**src/lbw_pkg.sv**
```systemverilog
// ----------------------------------------------------------------------------
// lbw_pkg: shared definitions for the Lagrange basis weight block
// Widths, register indexes, status codes and the fixed-point constant 1.0.
// ----------------------------------------------------------------------------
package lbw_pkg;

	// Default node store capacity.
	localparam int MAX_NODES_DEF = 8;

	// Field widths.
	localparam int CNT_W  = 4;
	localparam int TOL_W  = 16;
	localparam int VAL_W  = 32;
	localparam int IDX_W  = 3;
	localparam int STAT_W = 2;
	localparam int REG_W  = 16;
	localparam int RIDX_W = 1;

	// Register indexes.
	localparam logic [RIDX_W-1:0] REG_NODE_COUNT = 1'd0;
	localparam logic [RIDX_W-1:0] REG_TOLERANCE  = 1'd1;

	// Result status codes.
	localparam logic [STAT_W-1:0] ST_OK    = 2'd0;
	localparam logic [STAT_W-1:0] ST_BELOW = 2'd1;
	localparam logic [STAT_W-1:0] ST_ABOVE = 2'd2;
	localparam logic [STAT_W-1:0] ST_DEGEN = 2'd3;

	// Request kinds.
	localparam logic REQ_LOAD = 1'b0;
	localparam logic REQ_EVAL = 1'b1;

	// 1.0 in Q4.28.
	localparam logic [VAL_W-1:0] ONE_Q28 = 32'h1000_0000;

	// Operands of one ratio step: |w| * |num| / |den|.
	typedef struct packed {
		logic [31:0] w_mag;
		logic [32:0] num_mag;
		logic [32:0] den_mag;
	} ratio_req_t;

endpackage

```
**src/lbw_ratio.sv**
```systemverilog
// ----------------------------------------------------------------------------
// lbw_ratio: shared multiply and divide unit
// Forms |w| * |num| in two partial products, then divides by |den| with a
// restoring divider, one quotient bit a cycle.
// ----------------------------------------------------------------------------
module lbw_ratio (
	input  logic                  clk,
	input  logic                  arst_n,
	input  logic                  start,
	input  lbw_pkg::ratio_req_t   req,
	output logic                  done,
	output logic [63:0]           quot
);
	import lbw_pkg::*;

	localparam logic [1:0] U_IDLE = 2'd0;
	localparam logic [1:0] U_MLO  = 2'd1;
	localparam logic [1:0] U_MHI  = 2'd2;
	localparam logic [1:0] U_DIV  = 2'd3;

	logic [1:0]  state_q;
	logic [5:0]  cnt_q;
	ratio_req_t  op_q;
	logic [63:0] dq_q;
	logic [32:0] rem_q;
	logic        done_q;

	logic [47:0] pp_lo;
	logic [48:0] pp_hi;
	logic [33:0] trial;
	logic        take;

	// Partial products and one divider step.
	assign pp_lo = op_q.w_mag * op_q.num_mag[15:0];
	assign pp_hi = op_q.w_mag * op_q.num_mag[32:16];
	assign trial = {rem_q, dq_q[63]};
	assign take  = trial >= {1'b0, op_q.den_mag};

	// Sequencer of the unit.
	always_ff @(posedge clk or negedge arst_n) begin
		if (!arst_n) begin
			state_q <= U_IDLE;
			cnt_q   <= '0;
			done_q  <= 1'b0;
		end else begin
			done_q <= 1'b0;
			case (state_q)
				U_IDLE: begin
					if (start) state_q <= U_MLO;
				end
				U_MLO: state_q <= U_MHI;
				U_MHI: begin
					state_q <= U_DIV;
					cnt_q   <= '0;
				end
				U_DIV: begin
					cnt_q <= cnt_q + 6'd1;
					if (cnt_q == 6'd63) begin
						state_q <= U_IDLE;
						done_q  <= 1'b1;
					end
				end
				default: state_q <= U_IDLE;
			endcase
		end
	end

	// Operand, product and quotient registers.
	always_ff @(posedge clk) begin
		case (state_q)
			U_IDLE: begin
				if (start) op_q <= req;
			end
			U_MLO: dq_q <= {16'd0, pp_lo};
			U_MHI: begin
				dq_q  <= dq_q + 64'({pp_hi, 16'd0});
				rem_q <= '0;
			end
			U_DIV: begin
				// The remainder stays below the divisor, so 33 bits hold it.
				rem_q <= take ? 33'(trial - {1'b0, op_q.den_mag}) : trial[32:0];
				dq_q  <= {dq_q[62:0], take};
			end
			default: ;
		endcase
	end

	assign done = done_q;
	assign quot = dq_q;

endmodule

```
**src/lagrange_basis_weights.sv**
```systemverilog
// ----------------------------------------------------------------------------
// lagrange_basis_weights: Lagrange interpolation basis weights
// Stores node positions and returns l_k(x0) per node as saturated Q4.28.
// ----------------------------------------------------------------------------
// A load word is written into the store when it is accepted, and the block
// stays idle for the next word. An evaluation with one node, or with a point
// out of range, gives its single result word. In a full evaluation every
// factor goes through the one shared multiply and divide unit, which
// captures the operands, forms two partial products and runs 64 divider
// steps once the factor is set up. The slave side is not ready while an
// evaluation runs; the output register lets the last result wait while the
// next word is accepted.
module lagrange_basis_weights #(
	parameter int MAX_NODES = lbw_pkg::MAX_NODES_DEF
) (
	input  logic                        clk,
	input  logic                        arst_n,
	// Slave side. tdata: node_index[2:0], node_value[34:3], eval_point[66:35].
	input  logic                        s_tvalid,
	output logic                        s_tready,
	input  logic [71:0]                 s_tdata,
	// tuser: req_type[0].
	input  logic                        s_tuser,
	// Master side. tdata: weight_index[2:0], weight[34:3].
	output logic                        m_tvalid,
	input  logic                        m_tready,
	output logic [39:0]                 m_tdata,
	// tuser: status[1:0].
	output logic [lbw_pkg::STAT_W-1:0]  m_tuser,
	output logic                        m_tlast,
	// Configuration write port.
	input  logic                        cfg_we,
	input  logic [lbw_pkg::RIDX_W-1:0]  cfg_index,
	input  logic [lbw_pkg::REG_W-1:0]   cfg_data
);
	import lbw_pkg::*;

	localparam int NODE_CAP = (MAX_NODES < 8) ? MAX_NODES : 8;
	localparam int SW       = (NODE_CAP > 1) ? $clog2(NODE_CAP) : 1;

	localparam logic [3:0] S_IDLE  = 4'd0;
	localparam logic [3:0] S_LO    = 4'd1;
	localparam logic [3:0] S_HI    = 4'd2;
	localparam logic [3:0] S_KST   = 4'd3;
	localparam logic [3:0] S_DEG   = 4'd4;
	localparam logic [3:0] S_FAC   = 4'd5;
	localparam logic [3:0] S_WAIT  = 4'd6;
	localparam logic [3:0] S_EMIT  = 4'd7;

	logic [3:0]             state_q;
	logic [CNT_W-1:0]       node_count_q;
	logic [TOL_W-1:0]       tol_q;
	logic signed [VAL_W-1:0] store_q [NODE_CAP];
	logic signed [VAL_W-1:0] x0_q, xk_q, w_q;
	logic [CNT_W-1:0]       n_q, k_q, i_q;
	logic                   deg_q, neg_q, start_q;
	logic [IDX_W-1:0]       r_idx_q;
	logic [VAL_W-1:0]       r_w_q;
	logic [STAT_W-1:0]      r_st_q;
	logic                   r_last_q;
	logic                   mv_q;
	logic [IDX_W-1:0]       m_idx_q;
	logic [VAL_W-1:0]       m_w_q;
	logic [STAT_W-1:0]      m_st_q;
	logic                   m_last_q;
	ratio_req_t             req_q;

	logic                   s_acc;
	logic [IDX_W-1:0]       in_idx;
	logic signed [VAL_W-1:0] in_val, in_pt;
	logic [CNT_W-1:0]       n_eff, n_last, rd_sel;
	logic signed [VAL_W-1:0] rd;
	logic signed [32:0]     d_x0, d_xk, d_k;
	logic signed [33:0]     tol_s;
	logic [32:0]            d_k_mag;
	logic                   u_done;
	logic [63:0]            u_quot;
	logic [VAL_W-1:0]       w_new;
	logic                   emit_go;

	assign in_idx   = s_tdata[2:0];
	assign in_val   = s_tdata[34:3];
	assign in_pt    = s_tdata[66:35];
	assign s_tready = (state_q == S_IDLE);
	assign s_acc    = s_tvalid && s_tready;

	// Node count clamped to the range from one to the store capacity.
	always_comb begin
		if (node_count_q == '0) n_eff = 4'd1;
		else if (node_count_q > 4'(NODE_CAP)) n_eff = 4'(NODE_CAP);
		else n_eff = node_count_q;
	end
	assign n_last = n_q - 4'd1;

	// One store read a cycle, at the slot the sequencer needs.
	always_comb begin
		case (state_q)
			S_LO:    rd_sel = '0;
			S_HI:    rd_sel = n_last;
			S_KST:   rd_sel = k_q;
			default: rd_sel = i_q;
		endcase
	end
	assign rd = store_q[rd_sel[SW-1:0]];

	// Differences against the point and against node k.
	assign d_x0    = 33'(x0_q) - 33'(rd);
	assign d_xk    = 33'(xk_q) - 33'(rd);
	assign d_k     = d_x0;
	assign d_k_mag = d_k[32] ? 33'(-d_k) : 33'(d_k);
	assign tol_s   = 34'(tol_q);

	// Sign, truncation and saturation of one ratio step.
	always_comb begin
		if (u_quot == '0) w_new = '0;
		else if (neg_q) w_new = (u_quot >= 64'h8000_0000) ? 32'h8000_0000 : -u_quot[31:0];
		else w_new = (u_quot > 64'h7FFF_FFFF) ? 32'h7FFF_FFFF : u_quot[31:0];
	end

	assign emit_go = !mv_q || m_tready;

	// Configuration registers.
	always_ff @(posedge clk or negedge arst_n) begin
		if (!arst_n) begin
			node_count_q <= 4'd4;
			tol_q        <= 16'd1;
		end else if (cfg_we) begin
			case (cfg_index)
				REG_NODE_COUNT: node_count_q <= cfg_data[CNT_W-1:0];
				REG_TOLERANCE:  tol_q        <= cfg_data;
				default: ;
			endcase
		end
	end

	// Node store written by load words.
	always_ff @(posedge clk) begin
		if (s_acc && s_tuser == REQ_LOAD && 4'(in_idx) < 4'(NODE_CAP))
			store_q[in_idx[SW-1:0]] <= in_val;
	end

	// Evaluation sequencer.
	always_ff @(posedge clk or negedge arst_n) begin
		if (!arst_n) begin
			state_q <= S_IDLE;
			start_q <= 1'b0;
		end else begin
			start_q <= 1'b0;
			case (state_q)
				S_IDLE: begin
					if (s_acc && s_tuser == REQ_EVAL)
						state_q <= (n_eff == 4'd1) ? S_EMIT : S_LO;
				end
				S_LO:   state_q <= (34'(d_x0) < -tol_s) ? S_EMIT : S_HI;
				S_HI:   state_q <= (34'(d_x0) > tol_s) ? S_EMIT : S_KST;
				S_KST:  state_q <= (34'(d_k_mag) < tol_s) ? S_EMIT : S_DEG;
				S_DEG: begin
					if (i_q == n_last)
						state_q <= (deg_q || (i_q != k_q && rd == xk_q)) ? S_EMIT : S_FAC;
				end
				S_FAC: begin
					if (i_q == k_q) begin
						if (i_q == n_last) state_q <= S_EMIT;
					end else begin
						state_q <= S_WAIT;
						start_q <= 1'b1;
					end
				end
				S_WAIT: begin
					if (u_done) state_q <= (i_q == n_last) ? S_EMIT : S_FAC;
				end
				S_EMIT: begin
					if (emit_go) state_q <= r_last_q ? S_IDLE : S_KST;
				end
				default: state_q <= S_IDLE;
			endcase
		end
	end

	// Working registers and the pending result.
	always_ff @(posedge clk) begin
		case (state_q)
			S_IDLE: begin
				x0_q     <= in_pt;
				n_q      <= n_eff;
				k_q      <= '0;
				r_idx_q  <= '0;
				r_w_q    <= ONE_Q28;
				r_st_q   <= ST_OK;
				r_last_q <= 1'b1;
			end
			S_LO: begin
				r_w_q  <= '0;
				r_st_q <= ST_BELOW;
			end
			S_HI: begin
				r_st_q <= ST_ABOVE;
			end
			S_KST: begin
				xk_q     <= rd;
				deg_q    <= 1'b0;
				i_q      <= '0;
				r_idx_q  <= k_q[IDX_W-1:0];
				r_w_q    <= ONE_Q28;
				r_st_q   <= ST_OK;
				r_last_q <= (k_q == n_last);
			end
			S_DEG: begin
				if (i_q != k_q && rd == xk_q) deg_q <= 1'b1;
				if (i_q == n_last) begin
					i_q    <= '0;
					w_q    <= ONE_Q28;
					r_w_q  <= '0;
					r_st_q <= ST_DEGEN;
				end else begin
					i_q <= i_q + 4'd1;
				end
			end
			S_FAC: begin
				r_w_q  <= w_q;
				r_st_q <= ST_OK;
				if (i_q == k_q) begin
					i_q <= i_q + 4'd1;
				end else begin
					neg_q         <= w_q[31] ^ d_x0[32] ^ d_xk[32];
					req_q.w_mag   <= w_q[31] ? -w_q : w_q;
					req_q.num_mag <= d_x0[32] ? 33'(-d_x0) : 33'(d_x0);
					req_q.den_mag <= d_xk[32] ? 33'(-d_xk) : 33'(d_xk);
				end
			end
			S_WAIT: begin
				if (u_done) begin
					w_q   <= w_new;
					r_w_q <= w_new;
					i_q   <= i_q + 4'd1;
				end
			end
			S_EMIT: begin
				if (emit_go) k_q <= k_q + 4'd1;
			end
			default: ;
		endcase
	end

	// Output register.
	always_ff @(posedge clk or negedge arst_n) begin
		if (!arst_n) begin
			mv_q <= 1'b0;
		end else if (state_q == S_EMIT && emit_go) begin
			mv_q <= 1'b1;
		end else if (m_tready) begin
			mv_q <= 1'b0;
		end
	end

	always_ff @(posedge clk) begin
		if (state_q == S_EMIT && emit_go) begin
			m_idx_q  <= r_idx_q;
			m_w_q    <= r_w_q;
			m_st_q   <= r_st_q;
			m_last_q <= r_last_q;
		end
	end

	lbw_ratio u_ratio (
		.clk    (clk),
		.arst_n (arst_n),
		.start  (start_q),
		.req    (req_q),
		.done   (u_done),
		.quot   (u_quot)
	);

	assign m_tvalid = mv_q;
	assign m_tdata  = {5'd0, m_w_q, m_idx_q};
	assign m_tuser  = m_st_q;
	assign m_tlast  = m_last_q;

endmodule

```
**config.mk**
```make
export PLATFORM = sky130hd
export DESIGN_NAME = lagrange_basis_weights
export DESIGN_NICKNAME = d
export VERILOG_FILES = /design/src/lbw_pkg.sv /design/src/lbw_ratio.sv /design/src/lagrange_basis_weights.sv
export SDC_FILE = /design/constraint.sdc
export NUM_CORES = 2
export LEC_CHECK = 0
export BUFFER_PORTS_ARGS = -buffer_cell sky130_fd_sc_hd__clkbuf_2
export CAP_MARGIN = 0
export CORE_MARGIN = 1.5
export CORE_UTILIZATION = 45
export DETAILED_ROUTE_END_ITERATION = 12
export HOLD_SLACK_MARGIN = 0.06
export PLACE_DENSITY = 0.65
export REMOVE_ABC_BUFFERS = 1
export SYNTH_ARGS = -nofsm -noshare
export SYNTH_HDL_FRONTEND = slang
export SYNTH_SLANG_ARGS = --single-unit
```
**constraint.sdc**
```tcl
create_clock -name clk -period 8.3 [get_ports clk]
set_clock_uncertainty 0.1 [all_clocks]
set_input_delay 0.415 -clock clk [delete_from_list [all_inputs] [get_ports clk]]
set_output_delay 0.415 -clock clk [all_outputs]
set_load 0.02 [all_outputs]
```
; Word-level counts from Yosys, hierarchy flattened
; Memories as Yosys holds them, arrays and structs flattened.
; Cells that the tools add are included.
[totals]
register_bits = 514
ram_bits = 256
inputBits = 95
wordCells = 180
n_memories = 1
[mem_list]
columns = memory, words, word_bits, rd, rd_clocked_by_memory_dff, wr, line_no
row1 = store_q, 8, 32, 1, 0, 1, lagrange_basis_weights.sv:53  ; logic signed [VAL_W-1:0] store_q [NODE_CAP];
[op_classes]
n_addsub = 13
multipliers = 2
magnitude_cmp = 7
eq_ne = 26
muxes = 56
bitwise_logic = 5
reduce_logical = 36
[op_table]
columns = cell, n
row1 = 2-to-1 mux 32 bit, 8
row2 = case mux 64 bit (3 select lines), 1
row3 = case mux 32 bit (5 select lines), 1
row4 = 2-to-1 mux 33 bit, 2
row5 = negator 33 bit, 2
row6 = case mux 33 bit (2 select lines), 1
row7 = subtractor 32 x 32 -> 33 bit, 2
row8 = adder 64 bit, 1
row9 = ">= comparator 64 x 32 -> 1 bit, second input constant", 1
row10 = "> comparator 64 x 31 -> 1 bit, second input constant", 1
row11 = logical NOT 64 bit, 1
row12 = negator 32 bit, 2
row13 = case mux 32 bit (2 select lines), 1
row14 = multiplier 32 x 16 -> 48 bit, 1
row15 = multiplier 32 x 17 -> 48 bit, 1
row16 = 2-to-1 mux 4 bit, 12
row17 = >= comparator 34 x 33 -> 1 bit, 1
row18 = less-than comparator 33 x 34 -> 1 bit, 1
row19 = negator 16 -> 34 bit, 1
row20 = > comparator 33 x 17 -> 1 bit, 1
row21 = less-than comparator 33 x 16 -> 1 bit, 1
row22 = subtractor 33 bit, 1
row23 = equality test 32 bit, 1
row24 = case mux 4 bit (8 select lines), 1
row25 = 42 further kinds, 99

; Logic depth before layout (Yosys ltp)
; An unclocked memory read counts as a cell.
[logic_depth]
ltp_word = 9
ltp_mapped = 41
mapped_depth_nobuf = 37

; Cells and area by module
; A second synthesis with hierarchy kept.
[unflattened]
hier_cells = 7746
hier_area_um2 = 75277.2
[modules_own_cells]
columns = module, instances, cells_per_inst, area_per_inst_um2, seq_area_each_um2
row1 = lbw_ratio, 1, 5052, 45123.3, 6080.8
row2 = lagrange_basis_weights, 1, 2694, 30153.9, 16843.7

; Worst setup path after synthesis
; No wires, ideal clock.
[synth_timing]
path_kind = register to register
from = register state_q[1]
to = register start_q
arrival_time_ns = 7.595
t_required_ns = 7.383
slack_ns = -0.213
path_stages_with_launch = 4
path_buffers = 1
period_less_slack_ns = 8.513
path_cell_list = dfrtp_1 > clkbuf_1 > nand2b_1 > nor3_1
[synth_between]
elab_chain_len = 2
[synth_rtl]
columns = item, line_no
row1 = from (decl), lagrange_basis_weights.sv:50  ; logic [3:0] state_q;
row2 = from (signal assigned), lagrange_basis_weights.sv:152  ; state_q <= (n_eff == 4'd1) ? S_EMIT : S_LO;
row3 = from (signal assigned), lagrange_basis_weights.sv:154  ; S_LO: state_q <= (34'(d_x0) < -tol_s) ? S_EMIT : S_HI;
row4 = from (signal assigned), lagrange_basis_weights.sv:155  ; S_HI: state_q <= (34'(d_x0) > tol_s) ? S_EMIT : S_KST;
row5 = equality test 4 x 3 -> 1 bit, lagrange_basis_weights.sv:149  ; case (state_q)
row6 = 2-to-1 mux 1 bit, lagrange_basis_weights.sv:149
row7 = to (signal assigned), lagrange_basis_weights.sv:146  ; start_q <= 1'b0;
row8 = to (signal assigned), lagrange_basis_weights.sv:148  ; start_q <= 1'b0;
row9 = to (signal assigned), lagrange_basis_weights.sv:166  ; start_q <= 1'b1;
row10 = to (decl), lagrange_basis_weights.sv:56  ; logic deg_q, neg_q, start_q;
; No other way between the ends.
; A chain may end at the register's enable or synchronous reset.

; Worst setup path after layout
[layout_timing]
from = register u_ratio.op_q[55] (netlist bit)
to = register u_ratio.dq_q[63], in the netlist u_ratio.quot[63], data pin
[layout_between]
elab_chain_len = 3
[layout_rtl]
columns = item, line_no
row1 = from (decl), lbw_ratio.sv:23  ; ratio_req_t op_q;
row2 = from (signal assigned), lbw_ratio.sv:72  ; if (start) op_q <= req;
row3 = multiplier 32 x 17 -> 48 bit, lbw_ratio.sv:35  ; assign pp_hi = op_q.w_mag * op_q.num_mag[32:16];
row4 = adder 64 bit, lbw_ratio.sv:76  ; dq_q <= dq_q + 64'({pp_hi, 16'd0});
row5 = case mux 64 bit (3 select lines), lbw_ratio.sv:70  ; case (state_q)
row6 = to (signal assigned), lbw_ratio.sv:74  ; U_MLO: dq_q <= {16'd0, pp_lo};
row7 = to (signal assigned), lbw_ratio.sv:76
row8 = to (signal assigned), lbw_ratio.sv:82  ; dq_q <= {dq_q[62:0], take};
row9 = to (decl), lbw_ratio.sv:24  ; logic [63:0] dq_q;
; No other way between the ends.

==> flow_metrics.py <==
metrics = {
    "critical_path": {
        "critPathTopFamily": "adder cells",
        "startpoint_type": "register",
        "critPathMaxFanout": 8,
        "crit_arrival_ns": 8.85,
        "end_kind": "register",
        "slowest_delay_ns": 0.58,
        "worstPathRequired_ns": 8.62,
        "crit_slowest_cell": "fa_1",
        "timing_worst_setup_path_type": "reg2reg",
        "path_buf_inv": 8,
    },
    "finish": {
        "seqCellArea_um2": 22900,
        "final_util_pct": 52.4,
        "area_delta_synth_final_pct": 15.4,
        "fin_nets": 9445,
        "finalNonFillerCells": 10266,
        "fillCellCount": 14569,
        "drive_gt1_share_pct": 12.7,
        "multi_input_area_um2": 46500,
    },
    "routing": {
        "firstDrtPassIters": 6,
        "drtIter0Drc": 4335,
        "vias_per_cell": 5.51,
        "num_vias": 56519,
        "drt_wl_total_mm": 213,
        "wl_per_cell_um": 20.7,
        "route.detailed.drc": 0,
        "ant_nets": 0,
    },
    "synthesis": {
        "async_flop_share_pct": 4.42,
        "post_synth_num_cell_types": 102,
        "syn_area_um2": 74100,
        "syn_avg_cell_area_um2": 9.78,
        "synth_top_area_share_pct": 29.8,
        "ys_ff_latch": 769,
        "dominantRegCellSynth": "edfxtp_1",
        "yosysTopAreaCell": "edfxtp_1",
        "synth_edf_count": 735,
        "yosysSeqAreaShare_pct": 31.0,
        "synthCells": 7571,
        "synth_most_common_cell": "nand2_1",
        "ys_warn_count": 0,
        "synth.area.top_cells": "edfxtp_1 30%, fa_1 24%, ha_1 7.8%, nand2_1 6.2%, inv_1 5.9%",
        "netlist_top_cells_count": "1233 x nand2_1, 1155 x inv_1, 870 x fa_1, 735 x edfxtp_1, 461 x ha_1",
    },
    "die": {
        "start_util_pct": 45.4,
        "coreArea_um2": 163000,
        "fp-row-count": 148,
        "fp.dieW_um": 409,
        "die_area_um2": 167000,
        "fp.dieH_um": 409,
        "pin_count": 140,
    },
    "clock_network": {
        "cts_tree": "built",
        "numCtsBuffers": 86,
        "h-tree-depth": 3,
        "clock_path_buffers": 3,
        "path_clk_slew_ns": 0.06,
        "cts_root_buf": "clkbuf_16",
        "clkLatencyLatePin_ns": 0.70,
        "cts.sinks": 769,
    },
    "place": {
        "place_hpwl_mm": 166,
        "dp.cells": 9967,
        "io_buffer_count": 129,
        "gp_congestion": 0.949,
    },
    "outcome": {
        "status": "finished with violations",
        "violations": "negative setup slack",
    },
    "global_routing": {
        "grt_pass1_wl_mm": 334,
        "antenna_found_initial": 9,
        "grt_use_total_pct": 25.5,
        "grt_pass1_vias": 58745,
        "grt-ovfl-total": 0,
        "grt_start_max_net_pins": 84,
    },
    "sta": {
        "setup_slack_ns": -0.225,
        "worst_pin_slew_ns": 1.20,
        "maxSlewHeadroom_pct": 19.8,
        "finalCriticalPeriod_ns": 8.53,
        "hold_viol_final": 0,
        "fin_tns_setup_ns": -1.45,
        "hold_slack_ns": 0.156,
        "final-setup-viol-count": 13,
        "fmax_ghz": 0.117,
        "rsz0062_at_grt": "yes",
        "fin_crit_sh_pct": 103,
        "slew_violations": 0,
    },
    "hold_path": {
        "hp-class": "in2reg",
    },
    "run": {
        "drv_cap": 0,
    },
}
==> cell families (layout without fill, tap and decap cells) <==
| family | count (synthesis) | count (layout) | synth area share, % |
|---|---|---|---|
| other cells | 1 | 6 | 0.00506 |
| simple gates | 2504 | 2504 | 15.8 |
| compound gates | 1070 | 1071 | 9.50 |
| flops | 769 | 769 | 31.0 |
| mux | 61 | 61 | 0.868 |
| xor+xnor | 318 | 318 | 3.79 |
| fa+ha+maj | 1331 | 1331 | 31.3 |
| buf+inv | 1517 | 2031 | 7.77 |
==> tightest hold or removal path, stage by stage <==
cell and delay, ns:
clkbuf_2 0.09, nor2b_1 0.17, mux2_2 0.23
==> area by class of cell <==
cell class | instances | area share (%)
clock inverters | 53 | 0.797
repair buffers | 715 | 7.04
multi-input cells | 5290 | 54.4
diodes | 1 | 0.00293
flip-flops and latches | 769 | 26.8
inverters | 1157 | 5.08
clock buffers | 106 | 2.64
well taps | 2175 | 3.19
==> repair_timing <==
item,in CTS,in global routing
gates cloned,2,1
buffers inserted,34,24
hold buffers,83,0
pin swaps,117,91
hold endpoints to repair,341,0
endpoints found under the setup margin,23,25
gates resized for setup,128,114
==> routing by layer <==
| metal | wire (µm) | vias to the layer above | share of wire, % | GRT usage, % |
|---|---|---|---|---|
| met5 | 33 | - | 0.016 | 0 |
| met4 | 7950 | 4 | 3.7 | 8.86 |
| met2 | 103000 | 1979 | 48 | 43.1 |
| li1 | - | 25775 | - | - |
| met1 | 86700 | 28367 | 41 | 33.3 |
| met3 | 15100 | 394 | 7.1 | 4.01 |
==> per-stage QoR <==
step | worst slack, ns | cell area [µm²]
global route | -0.528 | 85400
detailed placement | -0.587 | 80200
global placement | -0.486 | 80200
finish | -0.225 | 85400
floorplan | -4.62 | 72700
CTS | -0.207 | 84900
==> final timing paths <==
check / startpoint / to / slack (ns) / cells past startpoint
worst max register to register: u_ratio.op_q[55]$_DFFE_PP_ / u_ratio.quot[63]$_DFFE_PN_ / -0.23 / 37
worst max-delay path: u_ratio.op_q[55]$_DFFE_PP_ / u_ratio.quot[63]$_DFFE_PN_ / -0.23 / 37
worst min-delay path: cfg_we / node_count_q[3]$_DFFE_PN0P_ / 0.16 / 3
min in group asynchronous: arst_n / node_count_q[1]$_DFFE_PN0P_ / 0.35 / 2
max in group asynchronous: arst_n / start_q$_DFF_PN0_ / 7.11 / 2
worst min register to register: req_q[31]$_DFFE_PP_ / u_ratio.op_q[31]$_DFFE_PP_ / 0.31 / 0
==> registers in the layout, summed over array words and instances (netlist names), 4 cells and up <==
| signal | cells |
|---|---|
| tol_q | 16 |
| m_w_q | 32 |
| u_ratio.rem_q | 33 |
| store_q | 256 |
| xk_q | 32 |
| n_q | 4 |
| w_q | 32 |
| i_q | 4 |
| u_ratio.op_q | 98 |
| req_q | 98 |
| r_w_q | 32 |
| k_q | 4 |
| u_ratio.quot | 64 |
| u_ratio.cnt_q | 6 |
| x0_q | 32 |
| node_count_q | 4 |
==> cells in the final DEF (no fill, tap or decap), types with 52 or more instances in the layout <==
cell           netlist  routed
o21ai_0            208     179
nor3_1              80      73
fa_1               870     856
buf_4                5     432
xnor2_1            234     228
clkbuf_2             0     129
dlygate4sd3_1        0      83
ha_1               461     444
nand2_1           1233    1228
edfxtp_1           735     735
inv_1             1155    1131
nand3_1            269     266
clkbuf_16            0      86
a21oi_1            263     235
xor2_1              82      82
and2_1             348     339
nor2_1             261     247
a21o_1             171     170
buf_12               0      52
Power is not shown: default switching activity piles up to over one toggle a cycle in this logic, so the estimate is an artifact.
